==> config.mk <==
export PLATFORM = sky130hd
export DESIGN_NAME = utf8_validating_xml_escaper
export DESIGN_NICKNAME = d
export VERILOG_FILES = /design/src/rtl/core/utfx_pkg.sv /design/src/rtl/core/utf8_validating_xml_escaper.sv /design/src/rtl/core/utfx_front.sv /design/src/rtl/core/utfx_queue.sv /design/src/rtl/core/utfx_back.sv
export SDC_FILE = /design/constraint.sdc
export NUM_CORES = 1
export LEC_CHECK = 0
export ABC_AREA = 1
export BUFFER_PORTS_ARGS = -buffer_cell sky130_fd_sc_hd__buf_4
export CAP_MARGIN = 10
export CORE_UTILIZATION = 60
export DETAILED_ROUTE_END_ITERATION = 16
export PLACE_DENSITY_LB_ADDON = 0.1
export SYNTH_ARGS = -nofsm -noshare
export SYNTH_HDL_FRONTEND = slang
export SYNTH_HIERARCHICAL = 1
export SYNTH_SLANG_ARGS = --single-unit
==> constraint.sdc <==
create_clock -name clock -period 10.8 [get_ports clock]
set_input_delay 0.54 -clock clock [delete_from_list [all_inputs] [get_ports clock]]
set_output_delay 0.54 -clock clock [all_outputs]
set_load 0.01 [all_outputs]
==> src/rtl/core/utfx_pkg.sv <==
`timescale 1ns / 1ps
// -----------------------------------------------------------------------------
// utfx_pkg
// Shared types, constants and text tables of the UTF-8 validating XML escaper.
// -----------------------------------------------------------------------------
package utfx_pkg;

   localparam int unsigned RAW_MAX = 4;   // longest UTF-8 character in bytes

   localparam logic [20:0] CP_MAX      = 21'h10FFFF;
   localparam logic [20:0] SURR_LO     = 21'h00D800;
   localparam logic [20:0] SURR_HI     = 21'h00DFFF;
   localparam logic [20:0] NONCHAR_LO  = 21'h00FFFE;
   localparam logic [20:0] NONCHAR_HI  = 21'h00FFFF;
   localparam logic [20:0] MIN_CP_2    = 21'h000080;
   localparam logic [20:0] MIN_CP_3    = 21'h000800;
   localparam logic [20:0] MIN_CP_4    = 21'h010000;

   localparam logic [7:0] LEAD2_LO = 8'hC2;
   localparam logic [7:0] LEAD2_HI = 8'hDF;
   localparam logic [7:0] LEAD3_LO = 8'hE0;
   localparam logic [7:0] LEAD3_HI = 8'hEF;
   localparam logic [7:0] LEAD4_LO = 8'hF0;
   localparam logic [7:0] LEAD4_HI = 8'hF4;

   localparam logic [7:0] CH_TAB   = 8'h09;
   localparam logic [7:0] CH_LF    = 8'h0A;
   localparam logic [7:0] CH_CR    = 8'h0D;
   localparam logic [7:0] CH_SPACE = 8'h20;
   localparam logic [7:0] CH_AMP   = 8'h26;
   localparam logic [7:0] CH_LT    = 8'h3C;
   localparam logic [7:0] CH_GT    = 8'h3E;
   localparam logic [7:0] CH_QUOT  = 8'h22;
   localparam logic [7:0] CH_APOS  = 8'h27;

   // Texts left-justified in 64 bits, first character in the top byte.
   localparam logic [63:0] TXT_REPL = "&#xFFFD;";
   localparam logic [63:0] TXT_AMP  = {"&amp;", 24'h0};
   localparam logic [63:0] TXT_LT   = {"&lt;", 32'h0};
   localparam logic [63:0] TXT_GT   = {"&gt;", 32'h0};
   localparam logic [63:0] TXT_QUOT = {"&quot;", 16'h0};
   localparam logic [63:0] TXT_APOS = {"&apos;", 16'h0};

   typedef enum logic [1:0] {
      BODY_NONE,
      BODY_RAW,
      BODY_TEXT
   } body_type;

   typedef enum logic [2:0] {
      TEXT_REPL,
      TEXT_AMP,
      TEXT_LT,
      TEXT_GT,
      TEXT_QUOT,
      TEXT_APOS
   } text_type;

   // One queued word: some replacement texts, then an optional body.
   typedef struct packed {
      logic [2:0]                 rep;       // number of &#xFFFD; texts first
      body_type                   body;
      text_type                   text;
      logic [2:0]                 raw_len;   // 1..4
      logic [RAW_MAX-1:0][7:0]    raw;
      logic                       eos;
   } cmd_type;

   function automatic logic [7:0] text_byte(text_type t, logic [2:0] pos);
      logic [63:0] txt;
      logic [63:0] sh;
      unique case (t)
         TEXT_REPL: txt = TXT_REPL;
         TEXT_AMP:  txt = TXT_AMP;
         TEXT_LT:   txt = TXT_LT;
         TEXT_GT:   txt = TXT_GT;
         TEXT_QUOT: txt = TXT_QUOT;
         TEXT_APOS: txt = TXT_APOS;
         default:   txt = TXT_REPL;
      endcase
      sh = txt << {pos, 3'b000};
      return sh[63:56];
   endfunction

   function automatic logic [2:0] text_last(text_type t);
      logic [2:0] last;
      unique case (t)
         TEXT_REPL: last = 3'd7;
         TEXT_AMP:  last = 3'd4;
         TEXT_LT:   last = 3'd3;
         TEXT_GT:   last = 3'd3;
         TEXT_QUOT: last = 3'd5;
         TEXT_APOS: last = 3'd5;
         default:   last = 3'd7;
      endcase
      return last;
   endfunction

endpackage

==> src/rtl/core/utf8_validating_xml_escaper.sv <==
`timescale 1ns / 1ps
// -----------------------------------------------------------------------------
// utf8_validating_xml_escaper
// Streams raw string bytes in and escaped, UTF-8 checked XML text bytes out.
// -----------------------------------------------------------------------------
// Usage:
//   req_* takes one string byte per word with its end-of-string and quote
//   flags; rsp_* returns one text byte per word. rsp_run_last marks the last
//   byte caused by an input byte, rsp_string_end the last byte of the string.
//   Bytes of an open multibyte character are held in the classifier and give
//   no output until the character completes or breaks.
// Timing:
//   The classifier takes one byte per cycle while the queue has room and
//   turns it into at most one command word; the expander sends that word's
//   bytes one per cycle while rsp_ready is high (1 to 32). Each word passes
//   the queue, then the output register. Throughput is one input byte per cycle
//   while each gives one output byte and rsp_ready is high; longer expansions
//   hold the input once the 2-word queue fills, so input follows the output.
// Reset and stalls:
//   Reset drops any open sequence, the queue and the output register.
//   While rsp_ready is low the output word holds; the queue fills and then
//   req_ready falls.
// -----------------------------------------------------------------------------
module utf8_validating_xml_escaper (
   input  logic       clock,
   input  logic       reset,
   input  logic       req_valid,
   output logic       req_ready,
   input  logic [7:0] req_in_byte,
   input  logic       req_end_of_string,
   input  logic       req_quote_escape,
   output logic       rsp_valid,
   input  logic       rsp_ready,
   output logic [7:0] rsp_out_byte,
   output logic       rsp_run_last,
   output logic       rsp_string_end
);
   import utfx_pkg::*;

   logic    f_valid;
   logic    f_ready;
   cmd_type f_cmd;
   logic    q_valid;
   logic    q_pop;
   cmd_type q_cmd;

   utfx_front u_front (
      .clock             (clock),
      .reset             (reset),
      .req_valid         (req_valid),
      .req_ready         (req_ready),
      .req_in_byte       (req_in_byte),
      .req_end_of_string (req_end_of_string),
      .req_quote_escape  (req_quote_escape),
      .cmd_valid         (f_valid),
      .cmd               (f_cmd),
      .cmd_ready         (f_ready)
   );

   utfx_queue u_queue (
      .clock    (clock),
      .reset    (reset),
      .wr_valid (f_valid),
      .wr_ready (f_ready),
      .wr_cmd   (f_cmd),
      .rd_valid (q_valid),
      .rd_pop   (q_pop),
      .rd_cmd   (q_cmd)
   );

   utfx_back u_back (
      .clock          (clock),
      .reset          (reset),
      .cmd_valid      (q_valid),
      .cmd            (q_cmd),
      .cmd_pop        (q_pop),
      .rsp_valid      (rsp_valid),
      .rsp_ready      (rsp_ready),
      .rsp_out_byte   (rsp_out_byte),
      .rsp_run_last   (rsp_run_last),
      .rsp_string_end (rsp_string_end)
   );

endmodule

==> src/rtl/core/utfx_front.sv <==
`timescale 1ns / 1ps
// -----------------------------------------------------------------------------
// utfx_front
// Input side: UTF-8 sequence tracking and classification of each byte into
// at most one output command word.
// -----------------------------------------------------------------------------
module utfx_front (
   input  logic              clock,
   input  logic              reset,
   input  logic              req_valid,
   output logic              req_ready,
   input  logic [7:0]        req_in_byte,
   input  logic              req_end_of_string,
   input  logic              req_quote_escape,
   output logic              cmd_valid,
   output utfx_pkg::cmd_type cmd,
   input  logic              cmd_ready
);
   import utfx_pkg::*;

   logic [2:0][7:0] pend_ff, pend_in;
   logic [1:0]      pcnt_ff, pcnt_in;
   logic [2:0]      elen_ff, elen_in;
   logic [20:0]     cp_ff, cp_in;

   logic        accept;
   logic [7:0]  b;
   logic        eos;
   logic        is_open;
   logic        taken;
   logic        complete;
   logic [20:0] cp_next;
   logic [20:0] least;
   logic        cp_ok;
   logic [2:0]  rep0;
   cmd_type     cmd_c;

   assign req_ready = cmd_ready;
   assign accept    = req_valid && req_ready;
   assign b         = req_in_byte;
   assign eos       = req_end_of_string;
   assign is_open   = (elen_ff != 3'd0);
   assign taken     = is_open && (b[7:6] == 2'b10);
   assign cp_next   = {cp_ff[14:0], b[5:0]};
   assign complete  = taken && (({1'b0, pcnt_ff} + 3'd1) >= elen_ff);

   always_comb begin
      priority if (elen_ff == 3'd2) least = MIN_CP_2;
      else if (elen_ff == 3'd3) least = MIN_CP_3;
      else least = MIN_CP_4;
      cp_ok = (cp_next >= least) && (cp_next <= CP_MAX)
              && !((cp_next >= SURR_LO) && (cp_next <= SURR_HI))
              && (cp_next != NONCHAR_LO) && (cp_next != NONCHAR_HI);
   end

   always_comb begin
      cmd_c         = '0;
      cmd_c.body    = BODY_NONE;
      cmd_c.text    = TEXT_REPL;
      cmd_c.eos     = eos;
      pend_in       = pend_ff;
      pcnt_in       = pcnt_ff;
      elen_in       = elen_ff;
      cp_in         = cp_ff;
      rep0          = is_open ? {1'b0, pcnt_ff} : 3'd0;
      if (taken) begin
         if (complete) begin
            if (cp_ok) begin
               cmd_c.body    = BODY_RAW;
               cmd_c.raw_len = elen_ff;
               cmd_c.raw[0]  = (pcnt_ff == 2'd0) ? b : pend_ff[0];
               cmd_c.raw[1]  = (pcnt_ff == 2'd1) ? b : pend_ff[1];
               cmd_c.raw[2]  = (pcnt_ff == 2'd2) ? b : pend_ff[2];
               cmd_c.raw[3]  = b;
            end else begin
               cmd_c.rep = elen_ff;
            end
            pcnt_in = 2'd0;
            elen_in = 3'd0;
            cp_in   = '0;
         end else begin
            pend_in[pcnt_ff] = b;
            pcnt_in          = pcnt_ff + 2'd1;
            cp_in            = cp_next;
            if (eos) begin
               cmd_c.rep = {1'b0, pcnt_ff} + 3'd1;
               pcnt_in   = 2'd0;
               elen_in   = 3'd0;
               cp_in     = '0;
            end
         end
      end else begin
         // Broken or no sequence: flush held bytes, then decode this byte afresh.
         cmd_c.rep = rep0;
         pcnt_in   = 2'd0;
         elen_in   = 3'd0;
         cp_in     = '0;
         if (b[7] == 1'b0) begin
            priority if (b < CH_SPACE && b != CH_TAB && b != CH_LF && b != CH_CR) begin
               cmd_c.rep = rep0 + 3'd1;
            end else if (b == CH_AMP) begin
               cmd_c.body = BODY_TEXT;
               cmd_c.text = TEXT_AMP;
            end else if (b == CH_LT) begin
               cmd_c.body = BODY_TEXT;
               cmd_c.text = TEXT_LT;
            end else if (b == CH_GT) begin
               cmd_c.body = BODY_TEXT;
               cmd_c.text = TEXT_GT;
            end else if (b == CH_QUOT && req_quote_escape) begin
               cmd_c.body = BODY_TEXT;
               cmd_c.text = TEXT_QUOT;
            end else if (b == CH_APOS && req_quote_escape) begin
               cmd_c.body = BODY_TEXT;
               cmd_c.text = TEXT_APOS;
            end else begin
               cmd_c.body    = BODY_RAW;
               cmd_c.raw_len = 3'd1;
               cmd_c.raw[0]  = b;
            end
         end else if ((b >= LEAD2_LO && b <= LEAD2_HI) || (b >= LEAD3_LO && b <= LEAD3_HI)
                      || (b >= LEAD4_LO && b <= LEAD4_HI)) begin
            priority if (b <= LEAD2_HI) begin
               elen_in = 3'd2;
               cp_in   = {16'h0, b[4:0]};
            end else if (b <= LEAD3_HI) begin
               elen_in = 3'd3;
               cp_in   = {17'h0, b[3:0]};
            end else begin
               elen_in = 3'd4;
               cp_in   = {18'h0, b[2:0]};
            end
            pend_in[0] = b;
            pcnt_in    = 2'd1;
            if (eos) begin
               // lead byte alone at end of string
               cmd_c.rep = rep0 + 3'd1;
               pcnt_in   = 2'd0;
               elen_in   = 3'd0;
               cp_in     = '0;
            end
         end else begin
            cmd_c.rep = rep0 + 3'd1;
         end
      end
   end

   assign cmd       = cmd_c;
   assign cmd_valid = accept && ((cmd_c.rep != 3'd0) || (cmd_c.body != BODY_NONE));

   always_ff @(posedge clock) begin
      if (reset) begin
         pcnt_ff <= 2'd0;
         elen_ff <= 3'd0;
         cp_ff   <= '0;
      end else if (accept) begin
         pcnt_ff <= pcnt_in;
         elen_ff <= elen_in;
         cp_ff   <= cp_in;
      end
   end

   always_ff @(posedge clock) begin
      if (accept) begin
         pend_ff <= pend_in;
      end
   end

endmodule

==> src/rtl/core/utfx_queue.sv <==
`timescale 1ns / 1ps
// -----------------------------------------------------------------------------
// utfx_queue
// Two-word command queue between the classifier and the expander.
// -----------------------------------------------------------------------------
module utfx_queue (
   input  logic              clock,
   input  logic              reset,
   input  logic              wr_valid,
   output logic              wr_ready,
   input  utfx_pkg::cmd_type wr_cmd,
   output logic              rd_valid,
   input  logic              rd_pop,
   output utfx_pkg::cmd_type rd_cmd
);
   import utfx_pkg::*;

   cmd_type    slot_ff [2];
   logic       wptr_ff, wptr_in;
   logic       rptr_ff, rptr_in;
   logic [1:0] count_ff, count_in;
   logic       push;
   logic       pop;

   assign wr_ready = (count_ff != 2'd2);
   assign rd_valid = (count_ff != 2'd0);
   assign rd_cmd   = slot_ff[rptr_ff];
   assign push     = wr_valid && wr_ready;
   assign pop      = rd_pop && rd_valid;

   always_comb begin
      wptr_in  = push ? !wptr_ff : wptr_ff;
      rptr_in  = pop ? !rptr_ff : rptr_ff;
      count_in = count_ff + {1'b0, push} - {1'b0, pop};
   end

   always_ff @(posedge clock) begin
      if (reset) begin
         wptr_ff  <= 1'b0;
         rptr_ff  <= 1'b0;
         count_ff <= 2'd0;
      end else begin
         wptr_ff  <= wptr_in;
         rptr_ff  <= rptr_in;
         count_ff <= count_in;
      end
   end

   always_ff @(posedge clock) begin
      if (push) begin
         slot_ff[wptr_ff] <= wr_cmd;
      end
   end

endmodule

==> src/rtl/core/utfx_back.sv <==
`timescale 1ns / 1ps
// -----------------------------------------------------------------------------
// utfx_back
// Output side: expands one command word into escaped text, one byte a cycle
// while the output is not stalled, into the output register.
// -----------------------------------------------------------------------------
module utfx_back (
   input  logic              clock,
   input  logic              reset,
   input  logic              cmd_valid,
   input  utfx_pkg::cmd_type cmd,
   output logic              cmd_pop,
   output logic              rsp_valid,
   input  logic              rsp_ready,
   output logic [7:0]        rsp_out_byte,
   output logic              rsp_run_last,
   output logic              rsp_string_end
);
   import utfx_pkg::*;

   logic [2:0] rdone_ff, rdone_in;   // replacement texts already sent
   logic [2:0] pos_ff, pos_in;       // byte within current text or raw run
   logic       vld_ff;
   logic [7:0] byte_ff;
   logic       last_ff;
   logic       end_ff;

   logic       advance;
   logic       in_rep;
   logic       piece_last;
   logic       cmd_last;
   logic [7:0] byte_c;

   assign advance = cmd_valid && (!vld_ff || rsp_ready);
   assign in_rep  = (rdone_ff < cmd.rep);

   always_comb begin
      if (in_rep) begin
         byte_c     = text_byte(TEXT_REPL, pos_ff);
         piece_last = (pos_ff == text_last(TEXT_REPL));
         cmd_last   = piece_last && ((rdone_ff + 3'd1) == cmd.rep) && (cmd.body == BODY_NONE);
      end else if (cmd.body == BODY_TEXT) begin
         byte_c     = text_byte(cmd.text, pos_ff);
         piece_last = (pos_ff == text_last(cmd.text));
         cmd_last   = piece_last;
      end else begin
         byte_c     = cmd.raw[pos_ff[1:0]];
         piece_last = (pos_ff == (cmd.raw_len - 3'd1));
         cmd_last   = piece_last;
      end
   end

   always_comb begin
      rdone_in = rdone_ff;
      pos_in   = pos_ff;
      if (advance) begin
         if (cmd_last) begin
            rdone_in = 3'd0;
            pos_in   = 3'd0;
         end else if (in_rep && piece_last) begin
            rdone_in = rdone_ff + 3'd1;
            pos_in   = 3'd0;
         end else begin
            pos_in = pos_ff + 3'd1;
         end
      end
   end

   assign cmd_pop = advance && cmd_last;

   always_ff @(posedge clock) begin
      if (reset) begin
         rdone_ff <= 3'd0;
         pos_ff   <= 3'd0;
         vld_ff   <= 1'b0;
      end else begin
         rdone_ff <= rdone_in;
         pos_ff   <= pos_in;
         if (advance) begin
            vld_ff <= 1'b1;
         end else if (rsp_ready) begin
            vld_ff <= 1'b0;
         end
      end
   end

   always_ff @(posedge clock) begin
      if (advance) begin
         byte_ff <= byte_c;
         last_ff <= cmd_last;
         end_ff  <= cmd_last && cmd.eos;
      end
   end

   assign rsp_valid      = vld_ff;
   assign rsp_out_byte   = byte_ff;
   assign rsp_run_last   = last_ff;
   assign rsp_string_end = end_ff;

endmodule

==> run metrics <==
post-synthesis cell area=8297 µm²; Avg WL per Cell=16.51 µm; Clk Latency, worst-skew pair=0.42 ns; GR Overflow Total=0; CP arrival=4.02 ns; Site Rows=42; Final ANT Viol Nets=0; Tot Pwr=0.001554 W; Worst EP required=11.12 ns; final hold vios=0; DR vias/cell=between 5 and 6; RePlAce Congestion=0.9124; worst reg-to-reg path cell count=22; crit end category=register; CTS tree=yes; layout cell share with drive strength beyond 1=0.1534; Post-CTS Setup Bufs=0; Final Cycle Share=0.3433; largest net degree at the start of global routing=46; Core ar.=approximately 13000 µm²; Max Cap Violations=0; FFs w/ async S/R, synth=0; post-detail-place hpwl=12.45 mm; initial drt markers=599; Die ar.=14300 µm²; DP Cell Count=1037; Period minus WS final=3.708 ns; Max VDD drop=approximately 0.00012 V; Post-Place Worst Slack=7.110 ns; fin cells=1069; all-layer global routing usage=0.2611; Hold-fix buffers, CTS=0; Setup CP Type=reg2reg; total negative slack=0 ns; Port Buffers=25; clock skew=0.009224 ns; first-pass detailed-route iteration total=5; Worst setup SP type=register; most common cell after layout, fill and taps aside=nand2_1; Starting Density=0.6216; Hold Path Class=in2reg; total CTS buffers=17; most frequent cells in the layout=161 x nand2_1, 122 x edfxtp_1, 121 x nor2_1; # resized after CTS=0; Layout area overhead=9.290%; Max-slew headroom=0.3085; I/O Pins=26; global-route wire length before repair=28.64 mm; DR DRC count=0; depth of the worst hold-timing path=1; Least-Margin Pin Slew=roughly 1 ns; clock slew at reported path FFs=0.06 ns; Nets=919; via count=6100; unrepaired setup endpoints after global routing=no; initial antenna violation count=0; WL final=17.65 mm; # fillers=1010; number of synthesized flops with an enable pin=122; CTS Buffer Depth=2; post-synthesis sequential area ratio=0.5188; CP max FO=44; Mapped Cells=865; Multi-input gate area=between 3000 and 4000 µm²; Synth cell types=47; Reg area=about 4300 µm²; vias in the first global route=5714; run status=complete, no violations; Die X=119.6 µm; root buffer cell=clkbuf_16; FF+latch count, synth=roughly 150; max-slew violation count=0; die height=about 120 µm; Syn. warnings=6; post-synth net total=about 900; Leak=3.668 nW; Antenna Cells=0; final worst-path setup slack=7.092 ns; htree depth=4; FMAX=0.2697 GHz; PwrDens=171.4 nW/µm²; top_reg_cell synth=edfxtp_1; Avg Cell Area, Syn=9.592 µm²; # clock sinks=about 150; Final setup viols=0
path summary, 6_finish.rpt:
check / end / slack, ns / from
setup / recovery: u_queue/count_ff[1]$_SDFF_PP0_ / 7.09 / register
hold / removal: u_queue/slot_ff[1][0]$_DFFE_PP_ / 0.35 / req_end_of_string
setup reg to reg: u_queue/count_ff[1]$_SDFF_PP0_ / 7.09 / register
hold reg to reg: u_front/cp_ff[11]$_SDFFE_PP0P_ / 0.46 / u_front/cp_ff[11]$_SDFFE_PP0P_
worst max-delay path, stage by stage (launching register included):
cell and delay (ns):
dfxtp_2 0.31, buf_4 0.60, mux2_4 0.36, inv_2 0.14, ha_1 0.33, nand2_2 0.21
nand2_1 0.10, nand2_1 0.07, nand2_1 0.05, nand2_1 0.09, nand3_2 0.09, nand2_2 0.11
inv_1 0.08, nor2_1 0.09, inv_1 0.06, nor2_2 0.19, xnor2_1 0.15, ha_1 0.20
inv_1 0.06, nand2_1 0.06, nand2_1 0.06, a21oi_1 0.11, nor2_1 0.06
state kept, by name, indices dropped and copies added (netlist names), named ones only:
signal,count
u_queue/rptr_ff,1
u_back/rsp_valid,1
u_front/cp_ff,15
u_front/pcnt_ff,2
u_back/rsp_out_byte,8
u_back/rdone_ff,3
u_queue/slot_ff,88
u_queue/wptr_ff,1
u_back/pos_ff,3
u_back/rsp_string_end,1
u_front/pend_ff,24
u_queue/count_ff,2
u_front/elen_ff,3
u_back/rsp_run_last,1
Yosys cell counts, types with 11 or more instances:
cell type / instances / area, µm²
dfxtp_1: 32 / 640.6
mux2_4: 40 / 600.6
nand2_1: 161 / 604.3
clkbuf_1: 14 / 52.55
o21ai_0: 44 / 220.2
o22ai_1: 12 / 75.07
nand3_1: 44 / 220.2
edfxtp_1: 122 / 3664
nor2_1: 123 / 461.7
ha_1: 25 / 312.8
nand4_1: 11 / 68.82
a211oi_1: 16 / 120.1
inv_1: 88 / 330.3
a21oi_1: 46 / 230.2
metal layers:
metal / track usage / part of all wire / vias to the layer above
met5: 0 / 0 / -
met4: 0.1156 / 0.026 / 0
met3: 0.04943 / 0.047 / 39
met2: 0.4165 / 0.48 / 241
met1: 0.3478 / 0.45 / 2839
li1: - / - / 2981
metrics by stage:
step,utilization,cell area [µm²],hold WS (ns)
2_1_floorplan,-,8297,0.4445
3_3_place_gp,0.6378,8513,0.4531
3_5_place_dp,0.6378,8513,0.4552
4_1_cts,0.6793,9067,0.3349
5_1_grt,0.6793,9067,0.3279
6_report,0.6793,9067,0.3483
area by class of cell:
type                    count  area share
multi-input cells         578      0.3734
repair buffers             31     0.02567
well taps                 176     0.02429
inverters                  98     0.04071
flip-flops and latches    154      0.4748
clock buffers              19     0.04774
clock inverters            13     0.01338
power breakdown:
part | internal (W) | leakage, nW | switching (W)
Combinational | 0.0000980 | 2.02 | 0.000186
Sequential | 0.000700 | 1.39 | 0.0000165
Clock | 0.000318 | 0.258 | 0.000236
kinds of logic (layout without fill, tap and decap cells):
logic type / after synthesis / in the layout / share of synthesized area
buffers and inverters: 133 / 161 / 0.07495
xor gates and xnor gates: 3 / 3 / 0.003168
muxes: 44 / 44 / 0.07782
and+or+nand+nor: 374 / 374 / 0.1967
AOI/OAI and AO/OA: 131 / 131 / 0.09049
other: 1 / 1 / 0.0004520
adders and majority gates: 25 / 25 / 0.03770
DFF: 154 / 154 / 0.5188
No activity file was read; power rests on OpenSTA's default activity.
